`src/rtl/core/sitda_pkg.sv`:
```
`timescale 1ns / 1ps
// ----------------------------------------------------------------------------
// sitda_pkg
// Shared types and constants for the signed integer to decimal text block.
// ----------------------------------------------------------------------------
package sitda_pkg;

	localparam int unsigned ValueWidth = 64;
	localparam int unsigned NumDigits  = 20;
	localparam int unsigned BcdWidth   = 4 * NumDigits;
	// Bits of the magnitude consumed per double-dabble pipeline stage
	localparam int unsigned BitsPerStage = 8;
	localparam int unsigned NumStages    = ValueWidth / BitsPerStage;

	localparam logic [1:0] SignNone  = 2'd0;
	localparam logic [1:0] SignBlank = 2'd1;
	localparam logic [1:0] SignPlus  = 2'd2;

	localparam logic [7:0] ChZero  = 8'h30;
	localparam logic [7:0] ChMinus = 8'h2d;
	localparam logic [7:0] ChPlus  = 8'h2b;
	localparam logic [7:0] ChBlank = 8'h20;

	typedef struct packed {
		logic signed [63:0] value;
		logic [1:0]         sign_mode;
	} in_beat_t;

	typedef struct packed {
		logic [7:0] character;
		logic       last;
	} out_beat_t;

	// Converted number handed from the converter to the serialiser
	typedef struct packed {
		logic [BcdWidth-1:0] bcd;
		logic                negative;
		logic [1:0]          sign_mode;
	} conv_t;

endpackage

```
`src/rtl/core/sitda_conv.sv`:
```
`timescale 1ns / 1ps
// ----------------------------------------------------------------------------
// sitda_conv
// Pipelined double-dabble: magnitude to BCD, eight bits per stage.
// ----------------------------------------------------------------------------
module sitda_conv (
	input  logic                clk,
	input  logic                arst_n,
	input  logic                valid,
	output logic                stall,
	input  sitda_pkg::in_beat_t data,
	output logic                conv_valid,
	input  logic                conv_stall,
	output sitda_pkg::conv_t    conv_data
);

	localparam int unsigned NS = sitda_pkg::NumStages;
	localparam int unsigned BW = sitda_pkg::BcdWidth;
	localparam int unsigned VW = sitda_pkg::ValueWidth;
	localparam int unsigned BP = sitda_pkg::BitsPerStage;

	logic          vld_s  [NS+1];
	logic [BW-1:0] bcd_s  [NS+1];
	logic [VW-1:0] mag_s  [NS+1];
	logic          neg_s  [NS+1];
	logic [1:0]    mode_s [NS+1];
	logic          adv;

	// Whole pipe moves as one; it halts only when the tail is held
	assign adv   = !(vld_s[NS] && conv_stall);
	assign stall = !adv;

	// Stage zero: take magnitude without overflow
	always_ff @(posedge clk or negedge arst_n) begin
		if (!arst_n) begin
			vld_s[0] <= 1'b0;
		end else if (adv) begin
			vld_s[0] <= valid;
		end
	end

	always_ff @(posedge clk) begin
		if (adv && valid) begin
			neg_s[0]  <= data.value[VW-1];
			mag_s[0]  <= data.value[VW-1] ? (VW'(0) - VW'(data.value)) : VW'(data.value);
			mode_s[0] <= data.sign_mode;
			bcd_s[0]  <= '0;
		end
	end

	// Shift-and-add-3 stages
	for (genvar g = 0; g < NS; g++) begin : g_stage
		logic [BW-1:0] b_n;
		logic [VW-1:0] m_n;

		always_comb begin
			b_n = bcd_s[g];
			m_n = mag_s[g];
			for (int i = 0; i < BP; i++) begin
				for (int d = 0; d < sitda_pkg::NumDigits; d++) begin
					if (b_n[4*d +: 4] >= 4'd5) begin
						b_n[4*d +: 4] = b_n[4*d +: 4] + 4'd3;
					end
				end
				b_n = {b_n[BW-2:0], m_n[VW-1]};
				m_n = {m_n[VW-2:0], 1'b0};
			end
		end

		always_ff @(posedge clk or negedge arst_n) begin
			if (!arst_n) begin
				vld_s[g+1] <= 1'b0;
			end else if (adv) begin
				vld_s[g+1] <= vld_s[g];
			end
		end

		always_ff @(posedge clk) begin
			if (adv && vld_s[g]) begin
				bcd_s[g+1]  <= b_n;
				mag_s[g+1]  <= m_n;
				neg_s[g+1]  <= neg_s[g];
				mode_s[g+1] <= mode_s[g];
			end
		end
	end

	assign conv_valid          = vld_s[NS];
	assign conv_data.bcd       = bcd_s[NS];
	assign conv_data.negative  = neg_s[NS];
	assign conv_data.sign_mode = mode_s[NS];

`ifndef SYNTHESIS
	// A held result stays put while the serialiser is busy
	a_hold: assert property (@(posedge clk) disable iff (!arst_n)
		conv_valid && conv_stall |=> conv_valid && $stable(conv_data))
		else $error("converter output changed while held");
	// Input stall only when the tail is held
	a_stall: assert property (@(posedge clk) disable iff (!arst_n)
		stall |-> conv_valid && conv_stall)
		else $error("spurious input stall");
	// The top and bottom BCD digits are decimal digits
	a_bcd: assert property (@(posedge clk) disable iff (!arst_n)
		conv_valid |-> conv_data.bcd[79:76] <= 4'd9 && conv_data.bcd[3:0] <= 4'd9)
		else $error("bad BCD digit");
`endif

endmodule

```
`src/rtl/core/signed_int_to_decimal_ascii_top.sv`:
```
`timescale 1ns / 1ps
// Path: an accepted input beat reaches its first output beat through the input
// register, eight converter stages, a load step and the output register.
// Throughput: the serialiser loads a number, then sends one character a cycle
// while the output is not stalled, and takes the next number only after the last
// character; the converter can take a beat a cycle unless its tail is held.
// Reset: arst_n clears all valid bits and the serialiser control; no data register.
// ----------------------------------------------------------------------------
// signed_int_to_decimal_ascii_top
// Signed 64-bit integer to decimal ASCII text, one character per beat.
// ----------------------------------------------------------------------------
module signed_int_to_decimal_ascii_top (
	input  logic                 clk,
	input  logic                 arst_n,
	input  logic                 in_valid,
	output logic                 in_stall,
	input  sitda_pkg::in_beat_t  in_data,
	output logic                 out_valid,
	input  logic                 out_stall,
	output sitda_pkg::out_beat_t out_data
);

	logic             cv;
	logic             cs;
	sitda_pkg::conv_t cd;

	sitda_conv u_conv (
		.clk        (clk),
		.arst_n     (arst_n),
		.valid      (in_valid),
		.stall      (in_stall),
		.data       (in_data),
		.conv_valid (cv),
		.conv_stall (cs),
		.conv_data  (cd)
	);

	// Serialiser state
	logic        busy_q;
	logic [79:0] bcd_q;
	logic [4:0]  left_q;   // digits still to send
	logic        sgn_q;    // sign character pending
	logic [7:0]  sch_q;
	logic        ov_q;
	logic [7:0]  och_q;
	logic        olast_q;

	// Leading digit count
	logic [4:0] nd;
	always_comb begin
		nd = 5'd1;
		for (int d = 1; d < 20; d++) begin
			if (cd.bcd[4*d +: 4] != 4'd0) begin
				nd = 5'(d + 1);
			end
		end
	end

	logic [7:0] sc;
	logic       hs;
	always_comb begin
		hs = 1'b1;
		sc = sitda_pkg::ChMinus;
		if (!cd.negative) begin
			if (cd.sign_mode[1]) begin
				sc = sitda_pkg::ChPlus;
			end else if (cd.sign_mode[0]) begin
				sc = sitda_pkg::ChBlank;
			end else begin
				hs = 1'b0;
			end
		end
	end

	logic ofree;
	assign ofree = !ov_q || !out_stall;
	assign cs    = busy_q;

	// Load a number, then send sign and digits most significant first
	always_ff @(posedge clk or negedge arst_n) begin
		if (!arst_n) begin
			busy_q <= 1'b0;
			ov_q   <= 1'b0;
			left_q <= '0;
			sgn_q  <= 1'b0;
		end else begin
			if (!busy_q) begin
				if (ofree) begin
					ov_q <= 1'b0;
				end
				if (cv) begin
					busy_q <= 1'b1;
					sgn_q  <= hs;
					left_q <= nd;
				end
			end else if (ofree) begin
				ov_q <= 1'b1;
				if (sgn_q) begin
					sgn_q <= 1'b0;
				end else begin
					left_q <= left_q - 5'd1;
					if (left_q == 5'd1) begin
						busy_q <= 1'b0;
					end
				end
			end
		end
	end

	always_ff @(posedge clk) begin
		if (!busy_q && cv) begin
			bcd_q <= cd.bcd;
			sch_q <= sc;
		end else if (busy_q && ofree) begin
			if (sgn_q) begin
				och_q   <= sch_q;
				olast_q <= 1'b0;
			end else begin
				och_q   <= sitda_pkg::ChZero | {4'd0, bcd_q[4*(left_q - 5'd1) +: 4]};
				olast_q <= (left_q == 5'd1);
			end
		end
	end

	assign out_valid          = ov_q;
	assign out_data.character = och_q;
	assign out_data.last      = olast_q;

`ifndef SYNTHESIS
	// Held output beat stays put
	a_out_hold: assert property (@(posedge clk) disable iff (!arst_n)
		out_valid && out_stall |=> out_valid && $stable(out_data))
		else $error("output beat changed while stalled");
	// Serialiser never busy with no digits left
	a_left: assert property (@(posedge clk) disable iff (!arst_n)
		busy_q |-> left_q != 5'd0)
		else $error("busy with no digits");
	// Last beat ends the number
	a_last: assert property (@(posedge clk) disable iff (!arst_n)
		busy_q && ofree && !sgn_q && left_q == 5'd1 |=> !busy_q)
		else $error("serialiser overran");
`endif

endmodule
```
`config.mk`:
```
export PLATFORM = sky130hd
export DESIGN_NAME = signed_int_to_decimal_ascii_top
export DESIGN_NICKNAME = d
export VERILOG_FILES = /design/src/rtl/core/sitda_pkg.sv /design/src/rtl/core/sitda_conv.sv /design/src/rtl/core/signed_int_to_decimal_ascii_top.sv
export SDC_FILE = /design/constraint.sdc
export NUM_CORES = 2
export LEC_CHECK = 0
export BUFFER_PORTS_ARGS = -buffer_cell sky130_fd_sc_hd__buf_4
export CAP_MARGIN = 20
export CORE_MARGIN = 5
export CORE_UTILIZATION = 38
export CTS_BUF_LIST = sky130_fd_sc_hd__clkbuf_4 sky130_fd_sc_hd__clkbuf_8
export DETAILED_ROUTE_END_ITERATION = 7
export PLACE_DENSITY = 0.5
export SKIP_CTS_REPAIR_TIMING = 1
export SLEW_MARGIN = 30
export SYNTH_ARGS = -nofsm -noshare
export SYNTH_HDL_FRONTEND = slang
export SYNTH_SLANG_ARGS = --single-unit
```
`constraint.sdc`:
```
create_clock -name clk -period 20.5 [get_ports clk]
set_input_delay 4.1 -clock clk [delete_from_list [all_inputs] [get_ports clk]]
set_output_delay 4.1 -clock clk [all_outputs]
set_load 0.03 [all_outputs]
```
==> results.toml <==
[final_layout]
fillers = 27800
nets = 13900
post-route-util = 0.409
final_area_um2 = 113000
area_delta_synth_final_pct = 7.25
layout-drive-gt1-share = 0.0951

[yosys]
synthXorXnorAreaFrac = 0.0422
ys_ff_latch = 795
synthFlopType = "edfxtp_1"
synth-simple-area-share = 0.211
synth.yosys.seq_area_share = 0.226
synth-compound-area-share = 0.326
ys_types = 149
synth_top_cells_by_area = "edfxtp_1, ha_1, o21ai_0, a21oi_1, nand2_1"
avgSynthCellArea_um2 = 7.92
ys_async_sr_fraction = 0.0214
syn_area_um2 = 105000
synth_top_family_by_area = "compound AO/OA/AOI/OAI gates"
synth_area_leader_cell = "edfxtp_1"
synthMuxAreaShare = 0.0768
ys_warn_count = 0
synth-adder-area-share = 0.0736
synthCells = 13300
synth_top_area_frac = 0.222
synth-edff-count = 778

[routing]
ant_nets = 0
drc = 0
wl_um = 264000
drtIter0Drc = 4912
viasPerCell = 5.75
vias = 98300
routedWlPerCell_um = 15.4
first_pass_iters = 7

[placed_design]
place_congestion = 0.840
place_hpwl_um = 203000
io_buffers = 77
placed_cell_area_um2 = 110000

[setup_path]
worst_path_max_delay_cell = "or4_1"
critPathCaptureType = "flip-flop"
arrival_ns = 9.26
critPathKind = "in -> reg"
cpMostUsedCell = "or3_1"
critPathMaxFanout = 5
worstPathRequired_ns = 21.18
crit_chain = "buf_4 > nor3_1 > nand2_1 > or3_1 > or2_1 > or4_4 > or2_1 > inv_1 > nand2_1 > or4_1 > or4_4 > or4_1 > or3_1 > or3_1 > o31ai_2 > xnor2_1"
crit_path_max_incr_delay_ns = 0.59
start_kind = "primary input"

[sta]
setup_viol = 0
final_max_slew_viol_count = 0
post-route-period-util = 0.419
hold_viol_final = 0
rsz0062_at_grt = "no"
max_freq_ghz = 0.117
fin_crit_ns = 8.58
worst_pin_slew_ns = 0.917
max_slew_margin = 0.371
clock_skew_ns = 0.109
setup-tns-final_ns = 0

[die]
die_h_um = 537
ioPinCount = 81
start_util = 0.382
die-width_um = 537
rows = 193
coreArea_um2 = 276000
dieArea_um2 = 288000

[clock_network]
insertion_delay_ns = 0.96
clk_pin_slew_worst_paths_ns = 0.06
clockBufferDepth = 4
cts_buffers = 163
htreeDepth = 4
clock_sink_count = 795
tritoncts = "done"
root_buffer = "clkbuf_8"

[global_route]
grt.overflow.total = 0
antenna_found_initial = 7
grt_pass1_vias = 92400
grt_pass1_wl_um = 438000
grt_max_degree = 66
grt_use_total = 0.173

[status]
status = "completed"

[job]
maxCapViolations = 0

[worst_hold_path]
min_path_type = "reg -> reg"
## routing by layer
metal  vias to the layer above  part of all wire  track usage
met5                         -                 0            0
met4                         0             0.026       0.0478
met3                       324             0.024       0.0153
met2                      1148              0.49        0.318
met1                     46300              0.46        0.215
li1                      50600                 -            -
## path summary, 6_finish.rpt
path	from	endpoint	slack (ns)	depth (start not counted)
max in group asynchronous	arst_n	left_q[3]$_DFFE_PN0P_	17.24	1
setup / recovery	in_data[2]	u_conv.mag_s[0][61]$_DFFE_PP_	11.92	16
hold / removal	u_conv.mag_s[0][238]$_DFFE_PP_	u_conv.mag_s[0][310]$_DFFE_PP_	0.37	0
hold reg to reg	u_conv.mag_s[0][238]$_DFFE_PP_	u_conv.mag_s[0][310]$_DFFE_PP_	0.37	0
setup reg to reg	u_conv.bcd_s[0][532]$_DFFE_PP_	u_conv.bcd_s[0][629]$_DFFE_PP_	12.53	28
min in group asynchronous	arst_n	u_conv.vld_s[5]$_DFFE_PN0N_	3.01	1
## cells by family (layout without fill, tap and decap cells)
family,Yosys count,in the layout
muxes,744,744
adders and majority gates,625,625
buffers and inverters,1213,1299
AOI/OAI and AO/OA,4943,4943
DFF,795,795
xor gates and xnor gates,475,475
and+or+nand+nor,4506,4506
other,2,8
## state kept, by name, indices dropped and copies added (netlist names)
register           flops
bcd_q                 80
busy_q                 1
left_q                 5
och_q                  5
olast_q                1
out_valid              1
sch_q                  3
sgn_q                  1
u_conv.bcd_s         374
u_conv.conv_valid      1
u_conv.mag_s         288
u_conv.mode_s         18
u_conv.neg_s           9
u_conv.vld_s           8
## worst max-delay path, delay by kind of cell
family	cells	cell delay, ns
buffers and inverters	2	0.33
AOI/OAI and AO/OA	1	0.22
xor gates and xnor gates	1	0.09
and+or+nand+nor	12	4.46
## cells in the final DEF (no fill, tap or decap), drive strengths merged, types with 123 or more instances in the layout
cell type / instances
mux2: 284
nand2b: 305
a31oi: 123
nor2b: 189
ha: 597
o22ai: 175
edfxtp: 778
nand3: 342
nor3: 309
a21o: 214
clkbuf: 204
o21ai: 1188
nand2: 1223
mux2i: 441
and3: 131
a211oi: 359
o21a: 179
a211o: 130
and2: 212
nor2: 1030
or2: 259
inv: 906
or3: 165
a21oi: 939
xnor2: 355
o211ai: 212
## layout make-up
cell class	count	area, µm²	area share
diodes	5	12.5	0.000111
clock buffers	204	2590	0.0229
clock inverters	83	694	0.00614
inverters	905	3400	0.0300
multi-input cells	11300	77100	0.682
flip-flops and latches	795	23800	0.210
well taps	3705	4640	0.0410
repair buffers	107	813	0.00719
## synth_stat cells, types with 45 or more instances
cell type / n
nand2_1: 1223
nor2_1: 1028
o21ai_0: 950
a21oi_1: 921
inv_1: 869
edfxtp_1: 778
ha_1: 597
mux2i_1: 430
nand3_1: 341
xnor2_1: 332
a211oi_1: 324
nand2b_1: 305
nor3_1: 300
mux2_2: 278
o21ai_1: 229
clkbuf_1: 225
a21o_1: 214
and2_1: 199
o211ai_1: 193
nor2b_1: 189
o21a_1: 179
or2_2: 177
o22ai_1: 162
or3_1: 161
and3_1: 131
a211o_1: 130
a31oi_1: 122
xor2_1: 110
o21bai_1: 109
o31ai_1: 98
a21boi_0: 89
o211a_1: 82
a22oi_1: 79
a2bb2oi_1: 73
buf_2: 64
nor4_1: 62
or2_1: 57
nand4_1: 56
o221ai_1: 56
nand3b_1: 53
a221oi_1: 51
a311oi_1: 45
o21ba_2: 45
## stage by stage
step,hold slack [ns],std cells,worst slack [ns]
after detailed placement,0.405,16800,10.89
final,0.374,17100,11.92
after floorplan,0.400,13300,12.03
after CTS,0.368,17100,11.97
after global routing,0.381,17100,11.69
after global placement,0.403,16800,10.78
Power is left out: the tool's default activity adds up to more than one toggle a clock period on the data nets, which glitch-free logic cannot reach.
